<file path="src/hw/rtl/nor_seq_pkg.sv">
// ----------------------------------------------------------------------------
// nor_seq_pkg
// Shared types and codes of the SPI NOR flash command sequencer: item kinds,
// operation codes, flash opcodes, the one-hot phase type and the result item.
// ----------------------------------------------------------------------------
package nor_seq_pkg;

  // item kinds on the input channel
  localparam logic [1:0] KIND_REQ  = 2'd0;
  localparam logic [1:0] KIND_DONE = 2'd1;
  localparam logic [1:0] KIND_DATA = 2'd2;

  // request operation codes
  localparam logic [2:0] OP_READ    = 3'd0;
  localparam logic [2:0] OP_WRITE   = 3'd1;
  localparam logic [2:0] OP_SECTOR  = 3'd2;
  localparam logic [2:0] OP_BULK    = 3'd3;
  localparam logic [2:0] OP_READ_ID = 3'd4;
  localparam logic [2:0] OP_PDOWN   = 3'd5;
  localparam logic [2:0] OP_RELEASE = 3'd6;
  localparam logic [2:0] OP_INVALID = 3'd7;

  // flash opcodes and filler
  localparam logic [7:0] CMD_PROGRAM = 8'h02;
  localparam logic [7:0] CMD_WREN    = 8'h06;
  localparam logic [7:0] CMD_READ    = 8'h03;
  localparam logic [7:0] CMD_STATUS  = 8'h05;
  localparam logic [7:0] CMD_ID      = 8'h9F;
  localparam logic [7:0] CMD_SECTOR  = 8'h20;
  localparam logic [7:0] CMD_BULK    = 8'hC7;
  localparam logic [7:0] CMD_SLEEP   = 8'hB9;
  localparam logic [7:0] CMD_WAKE    = 8'hAB;
  localparam logic [7:0] FILLER      = 8'hA5;

  // status register busy flag position
  localparam int unsigned BUSY_BIT = 0;

  // last address byte index
  localparam logic [1:0] ADDR_IDX_LAST = 2'd2;

  // sequencer phases, one-hot
  typedef enum logic [12:0] {
    PH_IDLE       = 13'b0_0000_0000_0001,
    PH_WREN       = 13'b0_0000_0000_0010,
    PH_OPC        = 13'b0_0000_0000_0100,
    PH_ADDR       = 13'b0_0000_0000_1000,
    PH_DATA_WAIT  = 13'b0_0000_0001_0000,
    PH_DATA_SENT  = 13'b0_0000_0010_0000,
    PH_READ_SENT  = 13'b0_0000_0100_0000,
    PH_STAT_OP    = 13'b0_0000_1000_0000,
    PH_POLL       = 13'b0_0001_0000_0000,
    PH_ID_OP      = 13'b0_0010_0000_0000,
    PH_ID_SENT    = 13'b0_0100_0000_0000,
    PH_FINAL      = 13'b0_1000_0000_0000,
    PH_ERASE_SENT = 13'b1_0000_0000_0000
  } phase_t;

  // one result item
  typedef struct packed {
    logic       send;
    logic [7:0] mosi_byte;
    logic       end_frame;
    logic       need_data;
    logic       read_valid;
    logic [7:0] read_byte;
    logic       done_res;
    logic       rejected;
  } res_t;

endpackage

</file>
<file path="src/hw/rtl/spi_nor_flash_command_sequencer.sv">
// ----------------------------------------------------------------------------
// spi_nor_flash_command_sequencer
// Sequences SPI NOR flash commands one byte transfer per result item, splits
// writes at page boundaries and polls status until the flash is not busy.
// ----------------------------------------------------------------------------
// Each input item (a request, a completed byte transfer or a host data byte)
// yields exactly one result item. An item passes through an input register
// and then a result register, where its result is presented; one item is
// accepted every clock while the result side keeps up. The sustained rate of
// one item per cycle is set by the single pass of the phase logic between
// the two registers; the page offset of a request address is formed by a
// reciprocal multiply ahead of the input register and a constant multiply
// and correction behind it. A result that is not taken holds the result
// register and then the input register stalls.
module spi_nor_flash_command_sequencer
  import nor_seq_pkg::*;
#(
  parameter int unsigned PAGE_SIZE = 256
) (
  input  logic        clk,
  input  logic        rst_n,
  // request and event items
  input  logic        in_valid,
  output logic        in_stall,
  input  logic [1:0]  in_kind,
  input  logic [2:0]  in_operation,
  input  logic [23:0] in_address,
  input  logic [15:0] in_length,
  input  logic [7:0]  in_miso_byte,
  input  logic [7:0]  in_write_byte,
  // result items
  output logic        out_valid,
  input  logic        out_stall,
  output logic        out_send,
  output logic [7:0]  out_mosi_byte,
  output logic        out_end_frame,
  output logic        out_need_data,
  output logic        out_read_valid,
  output logic [7:0]  out_read_byte,
  output logic        out_done_res,
  output logic        out_rejected
);

  // page geometry derived from the page size
  localparam int unsigned OFF_W    = $clog2(PAGE_SIZE);
  localparam int unsigned PG_LOG   = $clog2(PAGE_SIZE + 1) - 1;
  localparam int unsigned Q_W      = 24 - PG_LOG;
  localparam int unsigned RECIP_W  = 33 - PG_LOG;
  localparam logic [63:0] RECIP64  = (64'd1 << 32) / PAGE_SIZE;
  localparam logic [RECIP_W-1:0] RECIP = RECIP_W'(RECIP64);
  localparam logic [23:0] PAGE24   = 24'(PAGE_SIZE);
  localparam logic [OFF_W:0] PAGE_REM = (OFF_W + 1)'(PAGE_SIZE);
  localparam logic [OFF_W-1:0] OFF_LAST = OFF_W'(PAGE_SIZE - 1);
  localparam logic [8:0] PAGE9     = 9'(PAGE_SIZE);
  localparam logic [23:0] ADDR_MAX = 24'hFF_FFFF;

  // handshake
  logic s1_valid_r;
  logic out_valid_r;
  logic out_free;
  logic in_take;
  logic advance;

  // input register
  logic [1:0]     s1_kind_r;
  logic [2:0]     s1_operation_r;
  logic [23:0]    s1_address_r;
  logic [15:0]    s1_length_r;
  logic [7:0]     s1_miso_byte_r;
  logic [7:0]     s1_write_byte_r;
  logic [Q_W-1:0] s1_quot_r;
  logic [24+RECIP_W-1:0] recip_prod;

  // sequencer state
  phase_t          phase_r, phase_nxt;
  logic [2:0]      cur_op_r, cur_op_nxt;
  logic [23:0]     next_addr_r, next_addr_nxt;
  logic [15:0]     bytes_rem_r, bytes_rem_nxt;
  logic [8:0]      chunk_rem_r, chunk_rem_nxt;
  logic [1:0]      addr_idx_r, addr_idx_nxt;
  logic [OFF_W-1:0] page_off_r, page_off_nxt;

  // result register
  res_t out_res_r, res_nxt;

  // page offset of the request address
  logic [23:0]      quot_base;
  logic [23:0]      rem_raw;
  logic [OFF_W:0]   rem_lo;
  logic [OFF_W-1:0] req_off;

  // helpers for the phase logic
  logic [OFF_W-1:0] chunk_off;
  logic [15:0]      chunk_bytes;
  logic [8:0]       room;
  logic [8:0]       chunk_size;
  logic [OFF_W-1:0] off_step;
  logic [15:0]      bytes_dec;
  logic [8:0]       chunk_dec;
  logic [23:0]      addr_inc;
  logic [1:0]       addr_idx_inc;
  logic [7:0]       addr_sel;

  // handshake control
  assign out_free = !out_valid_r || !out_stall;
  assign in_stall = s1_valid_r && !out_free;
  assign in_take  = in_valid && !in_stall;
  assign advance  = s1_valid_r && out_free;

  always_ff @(posedge clk) begin
    if (!rst_n) begin
      s1_valid_r  <= 1'b0;
      out_valid_r <= 1'b0;
    end else begin
      if (in_take) begin
        s1_valid_r <= 1'b1;
      end else if (advance) begin
        s1_valid_r <= 1'b0;
      end
      if (out_free) begin
        out_valid_r <= advance;
      end
    end
  end

  // reciprocal multiply for the page offset
  assign recip_prod = in_address * RECIP;

  // input register
  always_ff @(posedge clk) begin
    if (in_take) begin
      s1_kind_r       <= in_kind;
      s1_operation_r  <= in_operation;
      s1_address_r    <= in_address;
      s1_length_r     <= in_length;
      s1_miso_byte_r  <= in_miso_byte;
      s1_write_byte_r <= in_write_byte;
      s1_quot_r       <= recip_prod[32 +: Q_W];
    end
  end

  // remainder with one correction step
  assign quot_base = {{(24 - Q_W){1'b0}}, s1_quot_r} * PAGE24;
  assign rem_raw   = s1_address_r - quot_base;
  assign rem_lo    = rem_raw[OFF_W:0];
  always_comb begin
    if (rem_lo >= PAGE_REM) begin
      req_off = OFF_W'(rem_lo - PAGE_REM);
    end else begin
      req_off = rem_lo[OFF_W-1:0];
    end
  end

  // chunk size for a new chunk, from the request or from the running state
  assign chunk_off   = (s1_kind_r == KIND_REQ) ? req_off : page_off_r;
  assign chunk_bytes = (s1_kind_r == KIND_REQ) ? s1_length_r : bytes_rem_r;
  assign room        = PAGE9 - 9'(chunk_off);
  assign chunk_size  = (chunk_bytes < 16'(room)) ? 9'(chunk_bytes) : room;

  // counters stepping by one byte
  assign off_step     = ((next_addr_r == ADDR_MAX) || (page_off_r == OFF_LAST)) ?
                        '0 : OFF_W'(page_off_r + 1'b1);
  assign bytes_dec    = 16'(bytes_rem_r - 16'd1);
  assign chunk_dec    = 9'(chunk_rem_r - 9'd1);
  assign addr_inc     = 24'(next_addr_r + 24'd1);
  assign addr_idx_inc = 2'(addr_idx_r + 2'd1);

  // next address byte, most significant first
  always_comb begin
    case (addr_idx_inc)
      2'd0:    addr_sel = next_addr_r[23:16];
      2'd1:    addr_sel = next_addr_r[15:8];
      2'd2:    addr_sel = next_addr_r[7:0];
      default: addr_sel = 8'h00;
    endcase
  end

  // phase logic: one pass per item
  always_comb begin
    phase_nxt     = phase_r;
    cur_op_nxt    = cur_op_r;
    next_addr_nxt = next_addr_r;
    bytes_rem_nxt = bytes_rem_r;
    chunk_rem_nxt = chunk_rem_r;
    addr_idx_nxt  = addr_idx_r;
    page_off_nxt  = page_off_r;
    res_nxt       = '0;

    unique case (s1_kind_r)
      KIND_REQ: begin
        if ((phase_r != PH_IDLE) || (s1_operation_r == OP_INVALID)) begin
          res_nxt.rejected = 1'b1;
        end else begin
          cur_op_nxt    = s1_operation_r;
          next_addr_nxt = s1_address_r;
          page_off_nxt  = req_off;
          bytes_rem_nxt = s1_length_r;
          chunk_rem_nxt = '0;
          addr_idx_nxt  = '0;
          unique case (s1_operation_r) inside
            OP_READ: begin
              phase_nxt         = PH_OPC;
              res_nxt.send      = 1'b1;
              res_nxt.mosi_byte = CMD_READ;
            end
            OP_WRITE: begin
              if (s1_length_r == 16'd0) begin
                phase_nxt        = PH_IDLE;
                res_nxt.done_res = 1'b1;
              end else begin
                chunk_rem_nxt     = chunk_size;
                phase_nxt         = PH_WREN;
                res_nxt.send      = 1'b1;
                res_nxt.mosi_byte = CMD_WREN;
                res_nxt.end_frame = 1'b1;
              end
            end
            OP_SECTOR, OP_BULK: begin
              phase_nxt         = PH_WREN;
              res_nxt.send      = 1'b1;
              res_nxt.mosi_byte = CMD_WREN;
              res_nxt.end_frame = 1'b1;
            end
            OP_READ_ID: begin
              phase_nxt         = PH_ID_OP;
              res_nxt.send      = 1'b1;
              res_nxt.mosi_byte = CMD_ID;
            end
            OP_PDOWN: begin
              phase_nxt         = PH_STAT_OP;
              res_nxt.send      = 1'b1;
              res_nxt.mosi_byte = CMD_STATUS;
            end
            OP_RELEASE: begin
              phase_nxt         = PH_FINAL;
              res_nxt.send      = 1'b1;
              res_nxt.mosi_byte = CMD_WAKE;
              res_nxt.end_frame = 1'b1;
            end
            default: begin
              res_nxt.rejected = 1'b1;
            end
          endcase
        end
      end

      KIND_DONE: begin
        unique case (phase_r) inside
          PH_WREN: begin
            res_nxt.send = 1'b1;
            if (cur_op_r == OP_WRITE) begin
              phase_nxt         = PH_OPC;
              res_nxt.mosi_byte = CMD_PROGRAM;
            end else if (cur_op_r == OP_SECTOR) begin
              phase_nxt         = PH_OPC;
              res_nxt.mosi_byte = CMD_SECTOR;
            end else begin
              phase_nxt         = PH_ERASE_SENT;
              res_nxt.mosi_byte = CMD_BULK;
              res_nxt.end_frame = 1'b1;
            end
          end
          PH_ERASE_SENT: begin
            phase_nxt         = PH_STAT_OP;
            res_nxt.send      = 1'b1;
            res_nxt.mosi_byte = CMD_STATUS;
          end
          PH_OPC: begin
            addr_idx_nxt      = '0;
            phase_nxt         = PH_ADDR;
            res_nxt.send      = 1'b1;
            res_nxt.mosi_byte = next_addr_r[23:16];
          end
          PH_ADDR: begin
            if (addr_idx_r < ADDR_IDX_LAST) begin
              addr_idx_nxt      = addr_idx_inc;
              res_nxt.send      = 1'b1;
              res_nxt.mosi_byte = addr_sel;
              res_nxt.end_frame = (addr_idx_inc == ADDR_IDX_LAST) &&
                                  ((cur_op_r == OP_SECTOR) ||
                                   ((cur_op_r == OP_READ) && (bytes_rem_r == 16'd0)));
            end else if (cur_op_r == OP_READ) begin
              if (bytes_rem_r == 16'd0) begin
                phase_nxt        = PH_IDLE;
                res_nxt.done_res = 1'b1;
              end else begin
                phase_nxt         = PH_READ_SENT;
                res_nxt.send      = 1'b1;
                res_nxt.mosi_byte = FILLER;
                res_nxt.end_frame = (bytes_rem_r == 16'd1);
              end
            end else if (cur_op_r == OP_SECTOR) begin
              phase_nxt         = PH_STAT_OP;
              res_nxt.send      = 1'b1;
              res_nxt.mosi_byte = CMD_STATUS;
            end else begin
              phase_nxt         = PH_DATA_WAIT;
              res_nxt.need_data = 1'b1;
            end
          end
          PH_DATA_SENT: begin
            chunk_rem_nxt = chunk_dec;
            bytes_rem_nxt = bytes_dec;
            next_addr_nxt = addr_inc;
            page_off_nxt  = off_step;
            if (chunk_dec != 9'd0) begin
              phase_nxt         = PH_DATA_WAIT;
              res_nxt.need_data = 1'b1;
            end else begin
              phase_nxt         = PH_STAT_OP;
              res_nxt.send      = 1'b1;
              res_nxt.mosi_byte = CMD_STATUS;
            end
          end
          PH_READ_SENT: begin
            bytes_rem_nxt      = bytes_dec;
            next_addr_nxt      = addr_inc;
            page_off_nxt       = off_step;
            res_nxt.read_valid = 1'b1;
            res_nxt.read_byte  = s1_miso_byte_r;
            if (bytes_dec == 16'd0) begin
              phase_nxt        = PH_IDLE;
              res_nxt.done_res = 1'b1;
            end else begin
              res_nxt.send      = 1'b1;
              res_nxt.mosi_byte = FILLER;
              res_nxt.end_frame = (bytes_dec == 16'd1);
            end
          end
          PH_STAT_OP: begin
            phase_nxt         = PH_POLL;
            res_nxt.send      = 1'b1;
            res_nxt.mosi_byte = FILLER;
          end
          PH_POLL: begin
            if (s1_miso_byte_r[BUSY_BIT]) begin
              res_nxt.send      = 1'b1;
              res_nxt.mosi_byte = FILLER;
            end else if ((cur_op_r == OP_WRITE) && (bytes_rem_r != 16'd0)) begin
              chunk_rem_nxt     = chunk_size;
              phase_nxt         = PH_WREN;
              res_nxt.send      = 1'b1;
              res_nxt.mosi_byte = CMD_WREN;
              res_nxt.end_frame = 1'b1;
            end else if (cur_op_r == OP_PDOWN) begin
              phase_nxt         = PH_FINAL;
              res_nxt.send      = 1'b1;
              res_nxt.mosi_byte = CMD_SLEEP;
              res_nxt.end_frame = 1'b1;
            end else begin
              phase_nxt        = PH_IDLE;
              res_nxt.done_res = 1'b1;
            end
          end
          PH_ID_OP: begin
            addr_idx_nxt      = '0;
            phase_nxt         = PH_ID_SENT;
            res_nxt.send      = 1'b1;
            res_nxt.mosi_byte = FILLER;
          end
          PH_ID_SENT: begin
            res_nxt.read_valid = 1'b1;
            res_nxt.read_byte  = s1_miso_byte_r;
            if (addr_idx_r < ADDR_IDX_LAST) begin
              addr_idx_nxt      = addr_idx_inc;
              res_nxt.send      = 1'b1;
              res_nxt.mosi_byte = FILLER;
              res_nxt.end_frame = (addr_idx_inc == ADDR_IDX_LAST);
            end else begin
              phase_nxt        = PH_IDLE;
              res_nxt.done_res = 1'b1;
            end
          end
          PH_FINAL: begin
            phase_nxt        = PH_IDLE;
            res_nxt.done_res = 1'b1;
          end
          PH_IDLE, PH_DATA_WAIT: begin
            res_nxt.rejected = 1'b1;
          end
          default: begin
            phase_nxt        = PH_IDLE;
            res_nxt.rejected = 1'b1;
          end
        endcase
      end

      KIND_DATA: begin
        if (phase_r != PH_DATA_WAIT) begin
          res_nxt.rejected = 1'b1;
        end else begin
          phase_nxt         = PH_DATA_SENT;
          res_nxt.send      = 1'b1;
          res_nxt.mosi_byte = s1_write_byte_r;
          res_nxt.end_frame = (chunk_rem_r == 9'd1);
        end
      end

      default: begin
        res_nxt.rejected = 1'b1;
      end
    endcase
  end

  // sequencer state registers
  always_ff @(posedge clk) begin
    if (!rst_n) begin
      phase_r     <= PH_IDLE;
      cur_op_r    <= '0;
      next_addr_r <= '0;
      bytes_rem_r <= '0;
      chunk_rem_r <= '0;
      addr_idx_r  <= '0;
      page_off_r  <= '0;
    end else if (advance) begin
      phase_r     <= phase_nxt;
      cur_op_r    <= cur_op_nxt;
      next_addr_r <= next_addr_nxt;
      bytes_rem_r <= bytes_rem_nxt;
      chunk_rem_r <= chunk_rem_nxt;
      addr_idx_r  <= addr_idx_nxt;
      page_off_r  <= page_off_nxt;
    end
  end

  // result register
  always_ff @(posedge clk) begin
    if (advance) begin
      out_res_r <= res_nxt;
    end
  end

  assign out_valid      = out_valid_r;
  assign out_send       = out_res_r.send;
  assign out_mosi_byte  = out_res_r.mosi_byte;
  assign out_end_frame  = out_res_r.end_frame;
  assign out_need_data  = out_res_r.need_data;
  assign out_read_valid = out_res_r.read_valid;
  assign out_read_byte  = out_res_r.read_byte;
  assign out_done_res   = out_res_r.done_res;
  assign out_rejected   = out_res_r.rejected;

`ifndef SYNTHESIS
  // tracked page offset follows the address
  a_page_off: assert property (@(posedge clk) disable iff (!rst_n)
    32'(page_off_r) == (32'(next_addr_r) % PAGE_SIZE))
    else $error("page offset out of step with address");

  // a chunk never spans more than one page
  a_chunk_max: assert property (@(posedge clk) disable iff (!rst_n)
    32'(chunk_rem_r) <= PAGE_SIZE)
    else $error("chunk larger than a page");

  // a waiting-for-data result leaves the sequencer waiting for data
  a_need_phase: assert property (@(posedge clk) disable iff (!rst_n)
    (out_valid_r && out_res_r.need_data) |-> (phase_r == PH_DATA_WAIT))
    else $error("need_data without data wait phase");

  // a finished request leaves the sequencer idle
  a_done_idle: assert property (@(posedge clk) disable iff (!rst_n)
    (out_valid_r && out_res_r.done_res) |-> (phase_r == PH_IDLE))
    else $error("done without idle phase");

  // a rejected item causes no transfer, data request or completion
  a_rej_clean: assert property (@(posedge clk) disable iff (!rst_n)
    (out_valid_r && out_res_r.rejected) |->
      (!out_res_r.send && !out_res_r.need_data && !out_res_r.read_valid &&
       !out_res_r.done_res))
    else $error("rejected item with side effects");
`endif

endmodule
</file>
<file path="config.mk">
export PLATFORM = sky130hd
export DESIGN_NAME = spi_nor_flash_command_sequencer
export DESIGN_NICKNAME = d
export VERILOG_FILES = /design/src/hw/rtl/nor_seq_pkg.sv /design/src/hw/rtl/spi_nor_flash_command_sequencer.sv
export SDC_FILE = /design/constraint.sdc
export NUM_CORES = 1
export LEC_CHECK = 0
export BUFFER_PORTS_ARGS = -buffer_cell sky130_fd_sc_hd__buf_4
export CAP_MARGIN = 25
export CORE_UTILIZATION = 50
export CTS_BUF_LIST = sky130_fd_sc_hd__clkbuf_8
export DETAILED_ROUTE_END_ITERATION = 7
export GPL_ROUTABILITY_DRIVEN = 1
export PLACE_DENSITY = 0.66
export SLEW_MARGIN = 40
export SYNTH_ARGS = -nofsm -noshare
export SYNTH_HDL_FRONTEND = slang
export SYNTH_SLANG_ARGS = --single-unit
export TNS_END_PERCENT = 1
</file>
<file path="constraint.sdc">
create_clock -name clk -period 11.65 [get_ports clk]
set_input_delay 1.165 -clock clk [delete_from_list [all_inputs] [get_ports clk]]
set_output_delay 1.165 -clock clk [all_outputs]
set_load 0.02 [all_outputs]
</file>
-- Word-level counts from Yosys, hierarchy flattened
Cells that the tools add are included.
- register bits after elaboration: 161
- bits of input ports: 65
- output and inout bits: 24
- logic and storage cells: 218
- add/sub/neg operators: 8
- magnitude comparators: 3
- eq/ne operators: 47
- muxes and demuxes: 93
- bitwise gates (word level): 1
- reduce and logical (&&, ||, !) cells: 42
- operator list (kind ; count):
    case mux 13 bit (11 select lines) ; 1
    two-way mux 13 bit ; 10
    two-way mux 9 bit ; 11
    two-way mux 10 bit ; 9
    case mux 9 bit (9 select lines) ; 1
    case mux 13 bit (6 select lines) ; 1
    two-way mux 8 bit ; 9
    case mux 9 bit (6 select lines) ; 1
    logical NOT 16 bit ; 3
    two-way mux 16 bit ; 3
    two-way mux 24 bit ; 2
    case mux 24 bit (2 select lines) ; 1
    case mux 13 bit (3 select lines) ; 1
    case mux 9 bit (2 select lines) ; 2
    equality test 16 x 1 -> 1 bit, second input constant ; 2
    case mux 16 bit (2 select lines) ; 1
    case mux 10 bit (3 select lines) ; 1
    adder 24 x 1 -> 24 bit, second input constant ; 1
    equality test 24 bit, second input constant ; 1
    two-way mux 1 bit ; 24
    inequality test 3 bit, second input constant ; 8
    case mux 8 bit (3 select lines) ; 1
    less-than comparator 16 x 9 -> 1 bit ; 1
    case mux 8 bit (2 select lines) ; 1
    60 further kinds ; 98

-- Longest topological paths before layout
Gate-level depths: netlist (run 1).
- depth in word-level cells: 11
- mapped depth: 18
- mapped depth without buffers: 16

-- Worst setup path before layout (run 1)
Ideal clock, no wire load.
- path type: input port to flip-flop
- from: input port out_stall
- to: register s1_address_r[0] (enable)
- setup time: 0.486 ns
- arrival: 4.159 ns
- data required time: 11.164 ns
- setup slack: 7.005 ns
- stages: 2
- path buffers: 0
- path through: and3_1 nor2b_1
- longest elaborated chain between the ends: 6
- RTL lines (what ; line ; RTL):
    start: declaration ; spi_nor_flash_command_sequencer.sv:33 ; input logic out_stall,
    logical NOT 1 bit ; spi_nor_flash_command_sequencer.sv:105 ; assign out_free = !out_valid_r || !out_stall;
    logical OR 1 bit ; spi_nor_flash_command_sequencer.sv:105 ;
    logical NOT 1 bit ; spi_nor_flash_command_sequencer.sv:106 ; assign in_stall = s1_valid_r && !out_free;
    logical AND 1 bit ; spi_nor_flash_command_sequencer.sv:106 ;
    logical NOT 1 bit ; spi_nor_flash_command_sequencer.sv:107 ; assign in_take = in_valid && !in_stall;
    logical AND 1 bit ; spi_nor_flash_command_sequencer.sv:107 ;
    named net in_take ; spi_nor_flash_command_sequencer.sv:61 ; logic in_take;
    end signal: assignment ; spi_nor_flash_command_sequencer.sv:134 ; s1_address_r <= in_address;
    end: declaration ; spi_nor_flash_command_sequencer.sv:67 ; logic [23:0] s1_address_r;
The timed path passes the listed nets, and every way through them passes these cells.
A chain may end at the register's enable or synchronous reset.

-- Final worst setup path (run 1)
- from: register s1_kind_r[0]
- to: register chunk_rem_r[0]
- longest elaborated chain between the ends: 9
- elaborated cells between the ends (all ways): 20
- those cells by class: 1 x add/sub; 1 x order compare; 5 x eq/ne; 10 x mux; 3 x reduce/logical
- RTL lines (what ; line ; RTL):
    start: declaration ; spi_nor_flash_command_sequencer.sv:65 ; logic [1:0] s1_kind_r;
    start signal: assignment ; spi_nor_flash_command_sequencer.sv:132 ; s1_kind_r <= in_kind;
    logical NOT 2 bit ; spi_nor_flash_command_sequencer.sv:155, spi_nor_flash_command_sequencer.sv:156, spi_nor_flash_command_sequencer.sv:189 ;
    two-way mux 8 bit ; spi_nor_flash_command_sequencer.sv:155 ; assign chunk_off = (s1_kind_r == KIND_REQ) ? req_off : page_off_r;
    subtractor 9 x 8 -> 9 bit ; spi_nor_flash_command_sequencer.sv:157 ; assign room = PAGE9 - 9'(chunk_off);
    less-than comparator 16 x 9 -> 1 bit ; spi_nor_flash_command_sequencer.sv:158 ; assign chunk_size = (chunk_bytes < 16'(room)) ? 9'(chunk_bytes) : room;
    two-way mux 9 bit ; spi_nor_flash_command_sequencer.sv:158 ;
    two-way mux 9 bit (on tied branches) ; spi_nor_flash_command_sequencer.sv:339, spi_nor_flash_command_sequencer.sv:207 ;
    two-way mux 9 bit (on tied branches) ; spi_nor_flash_command_sequencer.sv:336, spi_nor_flash_command_sequencer.sv:200 ;
    case mux 9 bit (2 select lines) or two-way mux 9 bit (tied branches) ; spi_nor_flash_command_sequencer.sv:248, spi_nor_flash_command_sequencer.sv:191 ;
    case mux 9 bit (2 select lines) ; spi_nor_flash_command_sequencer.sv:189 ; unique case (s1_kind_r)
    end signal: assignment ; spi_nor_flash_command_sequencer.sv:420 ; chunk_rem_r <= chunk_rem_nxt;
    end: declaration ; spi_nor_flash_command_sequencer.sv:79 ; logic [8:0] chunk_rem_r, chunk_rem_nxt;
Several ways; a longest one is shown, not always the timed one. The select of a mux whose other input is x is not followed.

==> results of run 1 <==
state kept, by name, summed over array words and instances (netlist names), 2 cells and up:
| register | count |
|---|---|
| next_addr_r | 24 |
| s1_address_r | 24 |
| bytes_rem_r | 16 |
| s1_length_r | 16 |
| phase_r | 13 |
| chunk_rem_r | 9 |
| out_mosi_byte | 8 |
| out_read_byte | 8 |
| page_off_r | 8 |
| s1_miso_byte_r | 8 |
| s1_write_byte_r | 8 |
| cur_op_r | 3 |
| s1_operation_r | 3 |
| addr_idx_r | 2 |
| s1_kind_r | 2 |
stage by stage:
stage | instances | total power [W] | util | hold WS, ns | area, µm²
global route | 1344 | 0.00134 | 0.574 | 0.539 | 10700
CTS | 1344 | 0.00129 | 0.573 | 0.516 | 10700
detailed placement | 1312 | 0.000852 | 0.550 | 0.493 | 10300
global placement | 1312 | 0.000851 | 0.550 | 0.487 | 10300
floorplan | 1052 | 0.000790 | - | 0.452 | 9550
finish | 1344 | 0.00128 | 0.574 | 0.511 | 10700
critical path, stage by stage (launching register included):
cell,delay (ns)
edfxtp_1,0.48
inv_1,0.14
ha_1,0.16
buf_4,0.37
mux2i_1,0.33
ha_1,0.23
o21ai_0,0.14
or2_2,0.34
nor2_1,0.17
inv_1,0.07
ha_1,0.29
nand2_1,0.06
nor4_1,0.28
a211o_1,0.48
mux2i_1,0.41
a22o_1,0.19
o211ai_1,0.08
a21boi_0,0.18
layout make-up:
| type | instances | share of cell area |
|---|---|---|
| clock buffer | 17 | 0.0218 |
| clock inverter | 15 | 0.0178 |
| inverter | 28 | 0.00980 |
| multi-input combinational | 794 | 0.479 |
| sequential | 160 | 0.376 |
| tap | 234 | 0.0273 |
| timing repair buffer | 96 | 0.0679 |
synthesized netlist by cell type, types with 16 or more instances:
cell | count | share of area
a21boi_0 | 16 | 0.013
a21oi_1 | 64 | 0.034
a31oi_1 | 19 | 0.012
and2_1 | 22 | 0.014
and3_1 | 16 | 0.010
clkbuf_1 | 51 | 0.020
dfxtp_1 | 77 | 0.16
edfxtp_1 | 83 | 0.26
ha_1 | 27 | 0.035
inv_1 | 27 | 0.011
mux2i_1 | 19 | 0.020
nand2_1 | 96 | 0.038
nand3_1 | 34 | 0.018
nand4_1 | 18 | 0.012
nor2_1 | 79 | 0.031
nor2b_1 | 18 | 0.012
nor3_1 | 31 | 0.016
nor4_1 | 21 | 0.014
o21ai_0 | 76 | 0.040
path summary, 6_finish.rpt:
| path | endpoint | cells after the start |
|---|---|---|
| setup / recovery | chunk_rem_r[0]$_SDFFE_PN0P_ | 17 |
| hold / removal | out_valid$_SDFFE_PN0P_ | 2 |
| setup reg to reg | chunk_rem_r[0]$_SDFFE_PN0P_ | 17 |
| hold reg to reg | out_valid$_SDFFE_PN0P_ | 2 |
per-layer routing:
layer	vias to the layer above	routed length [µm]	GRT usage
met3	55	1860	0.0636
li1	4080	-	-
met2	356	11800	0.419
met5	-	0	0
met4	0	737	0.106
met1	3999	11400	0.355
power by group through the flow:
stage	Sequential [W]	Clock [W]	Combinational, W
global placement	0.000653	0	0.000198
CTS	0.000641	0.000449	0.000200
detailed placement	0.000653	0	0.000199
finish	0.000641	0.000440	0.000202
floorplan	0.000647	0	0.000143
global route	0.000644	0.000471	0.000223
cells by family (layout without fill, tap and decap cells):
| logic type | Yosys count | after routing | synth area share |
|---|---|---|---|
| simple gates | 410 | 410 | 0.228 |
| mux | 27 | 27 | 0.0294 |
| flops | 160 | 160 | 0.423 |
| fa+ha+maj | 27 | 27 | 0.0354 |
| buf+inv | 98 | 156 | 0.0417 |
| compound gates | 314 | 314 | 0.228 |
| xor+xnor | 16 | 16 | 0.0147 |
placed cells by master (no fill, tap or decap), types with 8 or more instances in the layout:
| master | n |
|---|---|
| and2_1 | 22 |
| buf_4 | 94 |
| o211a_1 | 8 |
| dfxtp_1 | 77 |
| o221a_2 | 10 |
| o21a_1 | 10 |
| or3_1 | 11 |
| nand2_1 | 96 |
| o211ai_1 | 13 |
| nor3b_1 | 12 |
| nor2_1 | 79 |
| xor2_1 | 10 |
| a21oi_1 | 63 |
| nand4_1 | 18 |
| mux2i_1 | 19 |
| a21boi_0 | 16 |
| edfxtp_1 | 83 |
| a41oi_1 | 9 |
| o21ai_0 | 76 |
| a22oi_1 | 8 |
| nor3_1 | 31 |
| a31oi_1 | 19 |
| inv_1 | 26 |
| ha_1 | 26 |
| clkbuf_8 | 17 |
| nor4_1 | 20 |
| and3_1 | 16 |
| nand3_1 | 34 |
| mux2_2 | 8 |
| nor2b_1 | 17 |
==> impl_metrics.tcl, run 1 <==
set metrics [dict create \
    violations "design-rule violations" \
    dp_hpwl_um 17600 \
    grt_max_degree 88 \
    insertion_delay_ns 0.48 \
    holdCritPathClass "reg -> reg" \
    postRouteAntennaNets 0 \
    area_growth_pct 12.4 \
    drt_iter0_drc 829 \
    numClockSinks 160 \
    vias_per_cell 6.32 \
    cp-start-kind "register" \
    intPower_w 0.000884 \
    place_ws_ns 7.25 \
    status "complete, but fails checks" \
    grt_setup_unrepaired "false" \
    crit_type "reg -> reg" \
    synth_area_per_cell_um2 9.07 \
    antenna_found_initial 0 \
    worst_slack_ns 7.16 \
    setup_viol 0 \
    die_x_um 140 \
    grtUsageTotal 0.267 \
    wire_per_inst_um 19.2 \
    multi_input_area_mm2 0.00514 \
    cts_buffer_depth 2 \
    fin_worst_skew_ns 0.0174 \
    sequentialPowerShare 0.499 \
    drt_first_pass_iters 8 \
    drive_gt1_frac 0.164 \
    syn_inst 1052 \
    syn_area_mm2 0.00955 \
    fin_setup_tns_ns 0 \
    pin_count 89 \
    p_sw_frac 0.311 \
    nets 1189 \
    critPathMaxFanout 36 \
    synth-seq-cells 160 \
    slew_viol_final 0 \
    initial_utilization 0.510 \
    worstPathRequired_ns 12.06 \
    grt_pass1_wl_um 41200 \
    power.density_mw_per_mm2 120 \
    drt_drc_violations_left 3 \
    tightest_slew_ns 0.929 \
    synth_nets 1144 \
    postCtsHoldBufs 0 \
    diodes 0 \
    maxCapViolCount 0 \
    die_h_um 140 \
    ys_types 83 \
    layout_min_cycle_time_ns 4.49 \
    fmax_mhz 223 \
    timing.rr.start "s1_kind_r[0]$_DFFE_PP_" \
    dieArea_mm2 0.0196 \
    p_sw_w 0.000400 \
    grt_pass1_vias 7842 \
    final-seq-area_mm2 0.00403 \
    ctsHtreeMaxLevel 4 \
    period_share 0.386 \
    num_rows 50 \
    nFillCells 1683 \
    synth_warnings 0 \
    seq_area_frac_synth 0.423 \
    p_leak_nw 4.00 \
    rrSetupSlack_ns 7.16 \
    hold_viol 0 \
    cts_root_buffer "clkbuf_8" \
    startpoint "s1_kind_r[0]$_DFFE_PP_" \
    gp_congestion 0.949 \
    worstPathArrival_ns 4.90 \
    cts.clk_slew.worst_paths_ns 0.10 \
    vias 8490 \
    synth_top_flop_cell "edfxtp_1" \
    p_comb_frac 0.158 \
    ir_drop_uv 77.0 \
    p_clk_frac 0.343 \
    core_mm2 0.0187 \
    cts-buffers-inserted 17 \
    synth_edf_count 83 \
    relSlewSlack 0.379 \
    post_cts_buffers 0 \
    grt-ovfl-total 0 \
    crit_path_end_kind "register" \
    tritoncts "done" \
    portBuffers 88 \
    drt-total-wl_um 25800 \
    ctsResizeCount 0 \
    async_flop_share 0 \
    hold_start "s1_valid_r$_SDFFE_PN0P_" \
]
Note: power is estimated with default switching activity, not from simulation.
==> inputs of run 2 (changes only) <==
--- a/config.mk
+++ b/config.mk
@@ -5,6 +5,7 @@
 export SDC_FILE = /design/constraint.sdc
 export NUM_CORES = 1
 export LEC_CHECK = 0
+export ABC_AREA = 1
 export BUFFER_PORTS_ARGS = -buffer_cell sky130_fd_sc_hd__buf_4
 export CAP_MARGIN = 25
 export CORE_UTILIZATION = 50
==> constraint.sdc (replaced) <==
create_clock -name clk -period 4.38 [get_ports clk]
set_input_delay 0.438 -clock clk [delete_from_list [all_inputs] [get_ports clk]]
set_output_delay 0.438 -clock clk [all_outputs]
set_load 0.02 [all_outputs]
==> run 2 against run 1 <==
  * The run now ends clean
  * Cell count rose by 20%
  * Area after synthesis rose by 0.97%
  * Maximum frequency rose by 22%
  * Die area rose by 0.95%
  * Non-clock buffer count rose by 3
  * Global-route usage rose by 1.0 points
  * Wire length rose by 2.0%
  * Largest cell class unchanged
  * Total power rose to 2.8 times the previous value
  * Clock power rose to 2.5 times the previous value
  * Register-to-register slack got worse by 6.5 ns
  * Sequential power rose to 2.7 times the previous value
  * Sequential share of layout area fell by 0.47 points
==> impl_metrics.tcl, run 2 <==
set metrics [dict create \
    cts.clk_slew.worst_paths_ns 0.10 \
    cp-start-kind "register" \
    final-seq-area_mm2 0.00403 \
    gp_congestion 0.939 \
    syn_inst 1295 \
    vias 8940 \
    p_leak_nw 4.64 \
    grt-ovfl-total 0 \
    multi_input_area_mm2 0.00486 \
    vias_per_cell 5.53 \
    slew_viol_final 0 \
    synth_top_area_frac 0.259 \
    rrSetupSlack_ns 0.70 \
    seq_area_frac_synth 0.419 \
    r2r-end "chunk_rem_r[6]$_SDFFE_PN0P_" \
    hold_depth 1 \
    hold_start "in_address[13]" \
    tritoncts "done" \
    die_x_um 141 \
    layout_min_cycle_time_ns 3.68 \
    tightest_slew_ns 0.725 \
    portBuffers 88 \
    setup_viol 0 \
    status "finished clean" \
    critPathMaxFanout 21 \
    drive_gt1_frac 0.136 \
    yosys.cell_count.top_type "nand2_1" \
    cts-buffers-inserted 17 \
    worst_slack_ns 0.701 \
    syn_area_mm2 0.00964 \
    drt_iter0_drc 737 \
    power.density_mw_per_mm2 327 \
    area_growth_pct 12.7 \
    reg2reg_depth 21 \
    crit_type "reg -> reg" \
    synth_edf_count 83 \
    dieArea_mm2 0.0198 \
    async_flop_share 0 \
    worstPathArrival_ns 4.02 \
    cts_root_buffer "clkbuf_8" \
    grt_max_degree 57 \
    synth_common_cells "nand2_1, nor2_1, inv_1, nand3_1, a21oi_1" \
    ir_drop_uv 190 \
    post_cts_buffers 0 \
    yosysTopAreaCell "edfxtp_1" \
    insertion_delay_ns 0.48 \
    relSlewSlack 0.513 \
    fin_worst_skew_ns 0.0126 \
    worstPathRequired_ns 4.72 \
    cts_buffer_depth 2 \
    timing.rr.start "s1_kind_r[0]$_DFFE_PP_" \
    crit_path_end_kind "register" \
    top_regs "next_addr_r: 24 flops, s1_address_r: 24 flops" \
    power.total_w 0.00355 \
    fmax_mhz 272 \
    synth_warnings 0 \
    num_rows 50 \
    grtUsageTotal 0.277 \
    die_h_um 141 \
    holdCritPathClass "in -> reg" \
    ctsResizeCount 0 \
    fin_hold_ws_ns 0.127 \
    synth_nets 1387 \
    grt_pass1_vias 8432 \
    place_ws_ns 0.756 \
    nets 1461 \
    antenna_found_initial 0 \
    hold_viol 0 \
    grt_setup_unrepaired "false" \
    stdcell_count 1616 \
    drt_first_pass_iters 5 \
    core_mm2 0.0188 \
    synth-seq-cells 160 \
    dp_hpwl_um 19500 \
    synth_top_flop_cell "edfxtp_1" \
    drt_drc_violations_left 0 \
    pin_count 89 \
    postCtsHoldBufs 0 \
    diodes 0 \
    layout_common_cells "nand2_1, nor2_1, inv_1, buf_4, nand3_1" \
    synth_area_leaders "edfxtp_1, dfxtp_1, nand2_1, nor2_1, inv_1" \
    wire_per_inst_um 16.3 \
    postRouteAntennaNets 0 \
    nFillCells 1834 \
    grt_pass1_wl_um 42800 \
    maxCapViolCount 0 \
    ys_types 53 \
    initial_utilization 0.514 \
    final_common_cell "nand2_1" \
    dpl.cell_count 1584 \
    ctsHtreeMaxLevel 4 \
    synth_area_per_cell_um2 7.44 \
    min_to "s1_address_r[13]$_DFFE_PP_" \
    numClockSinks 160 \
    drt-total-wl_um 26300 \
    period_share 0.840 \
    fin_setup_tns_ns 0 \
]
-- run 2: changes by cell type after synthesis, sizes merged, moves of 19 or more --
cell | before | now
clkbuf | 52 | 26
nand3 | 34 | 99
a21oi | 64 | 99
and2 | 25 | 0
nand2 | 96 | 289
inv | 28 | 139
nor2 | 82 | 191
mux2i | 19 | 0
-- run 2: power breakdown --
group,internal [W],switching (W)
registers,0.00166,0.0000656
logic,0.000250,0.000475
clock network,0.000433,0.000667
-- run 2: area by class of cell --
type,count,area share
tap,234,0.0269
multi-input combinational,948,0.447
timing repair buffer,99,0.0684
clock inverter,15,0.0152
sequential,160,0.371
clock buffer,17,0.0215
inverter,143,0.0497
-- run 2: how the worst max path moves through the flow --
stage                     cells past startpoint  slack (ns)                    from                     endpoint
final                                        21        0.70  s1_kind_r[0]$_DFFE_PP_  chunk_rem_r[6]$_SDFFE_PN0P_
after global routing                         21        0.32  s1_kind_r[0]$_DFFE_PP_  chunk_rem_r[4]$_SDFFE_PN0P_
after CTS                                    21        0.72  s1_kind_r[0]$_DFFE_PP_  chunk_rem_r[6]$_SDFFE_PN0P_
after detailed placement                     21        0.76  s1_kind_r[0]$_DFFE_PP_  chunk_rem_r[6]$_SDFFE_PN0P_
after global placement                       20        0.84  s1_kind_r[0]$_DFFE_PP_  chunk_rem_r[5]$_SDFFE_PN0P_
after floorplan                              22        1.15  s1_kind_r[0]$_DFFE_PP_  chunk_rem_r[6]$_SDFFE_PN0P_
-- run 2: metal layers --
| layer | up-vias | share of wire | track usage |
|---|---|---|---|
| met1 | 4120 | 0.46 | 0.370 |
| met4 | 0 | 0.021 | 0.0950 |
| met3 | 39 | 0.067 | 0.0628 |
| met5 | - | 0 | 0 |
| met2 | 285 | 0.46 | 0.444 |
| li1 | 4496 | - | - |
-- run 2: metrics by stage --
step / util / area [µm²]
floorplan: - / 9640
global placement: 0.557 / 10500
detailed placement: 0.558 / 10500
CTS: 0.579 / 10900
global route: 0.579 / 10900
finish: 0.579 / 10900
-- run 2: worst max-delay path, cell delays in order, from the launching register on --
cell and delay [ns]:
edfxtp_1 0.47, inv_1 0.14, ha_1 0.28, buf_4 0.26, inv_1 0.14, o21ai_1 0.21
nand2_1 0.09, or2_1 0.24, nor2_1 0.14, nand2_1 0.08, xor2_1 0.21, ha_1 0.27
nand2_1 0.08, nor2_1 0.05, a211oi_1 0.17, nand2_1 0.09, nand2_2 0.18, nand2_2 0.18
nand2_1 0.11, nand3_1 0.07, nand2_1 0.07, a21oi_2 0.05
-- run 2: cells by family after synthesis --
| kind of cell | share of synthesized area |
|---|---|
| flops | 0.419 |
| xor+xnor | 0.0282 |
| compound gates | 0.145 |
| fa+ha+maj | 0.0351 |
| buf+inv | 0.0782 |
| simple gates | 0.295 |
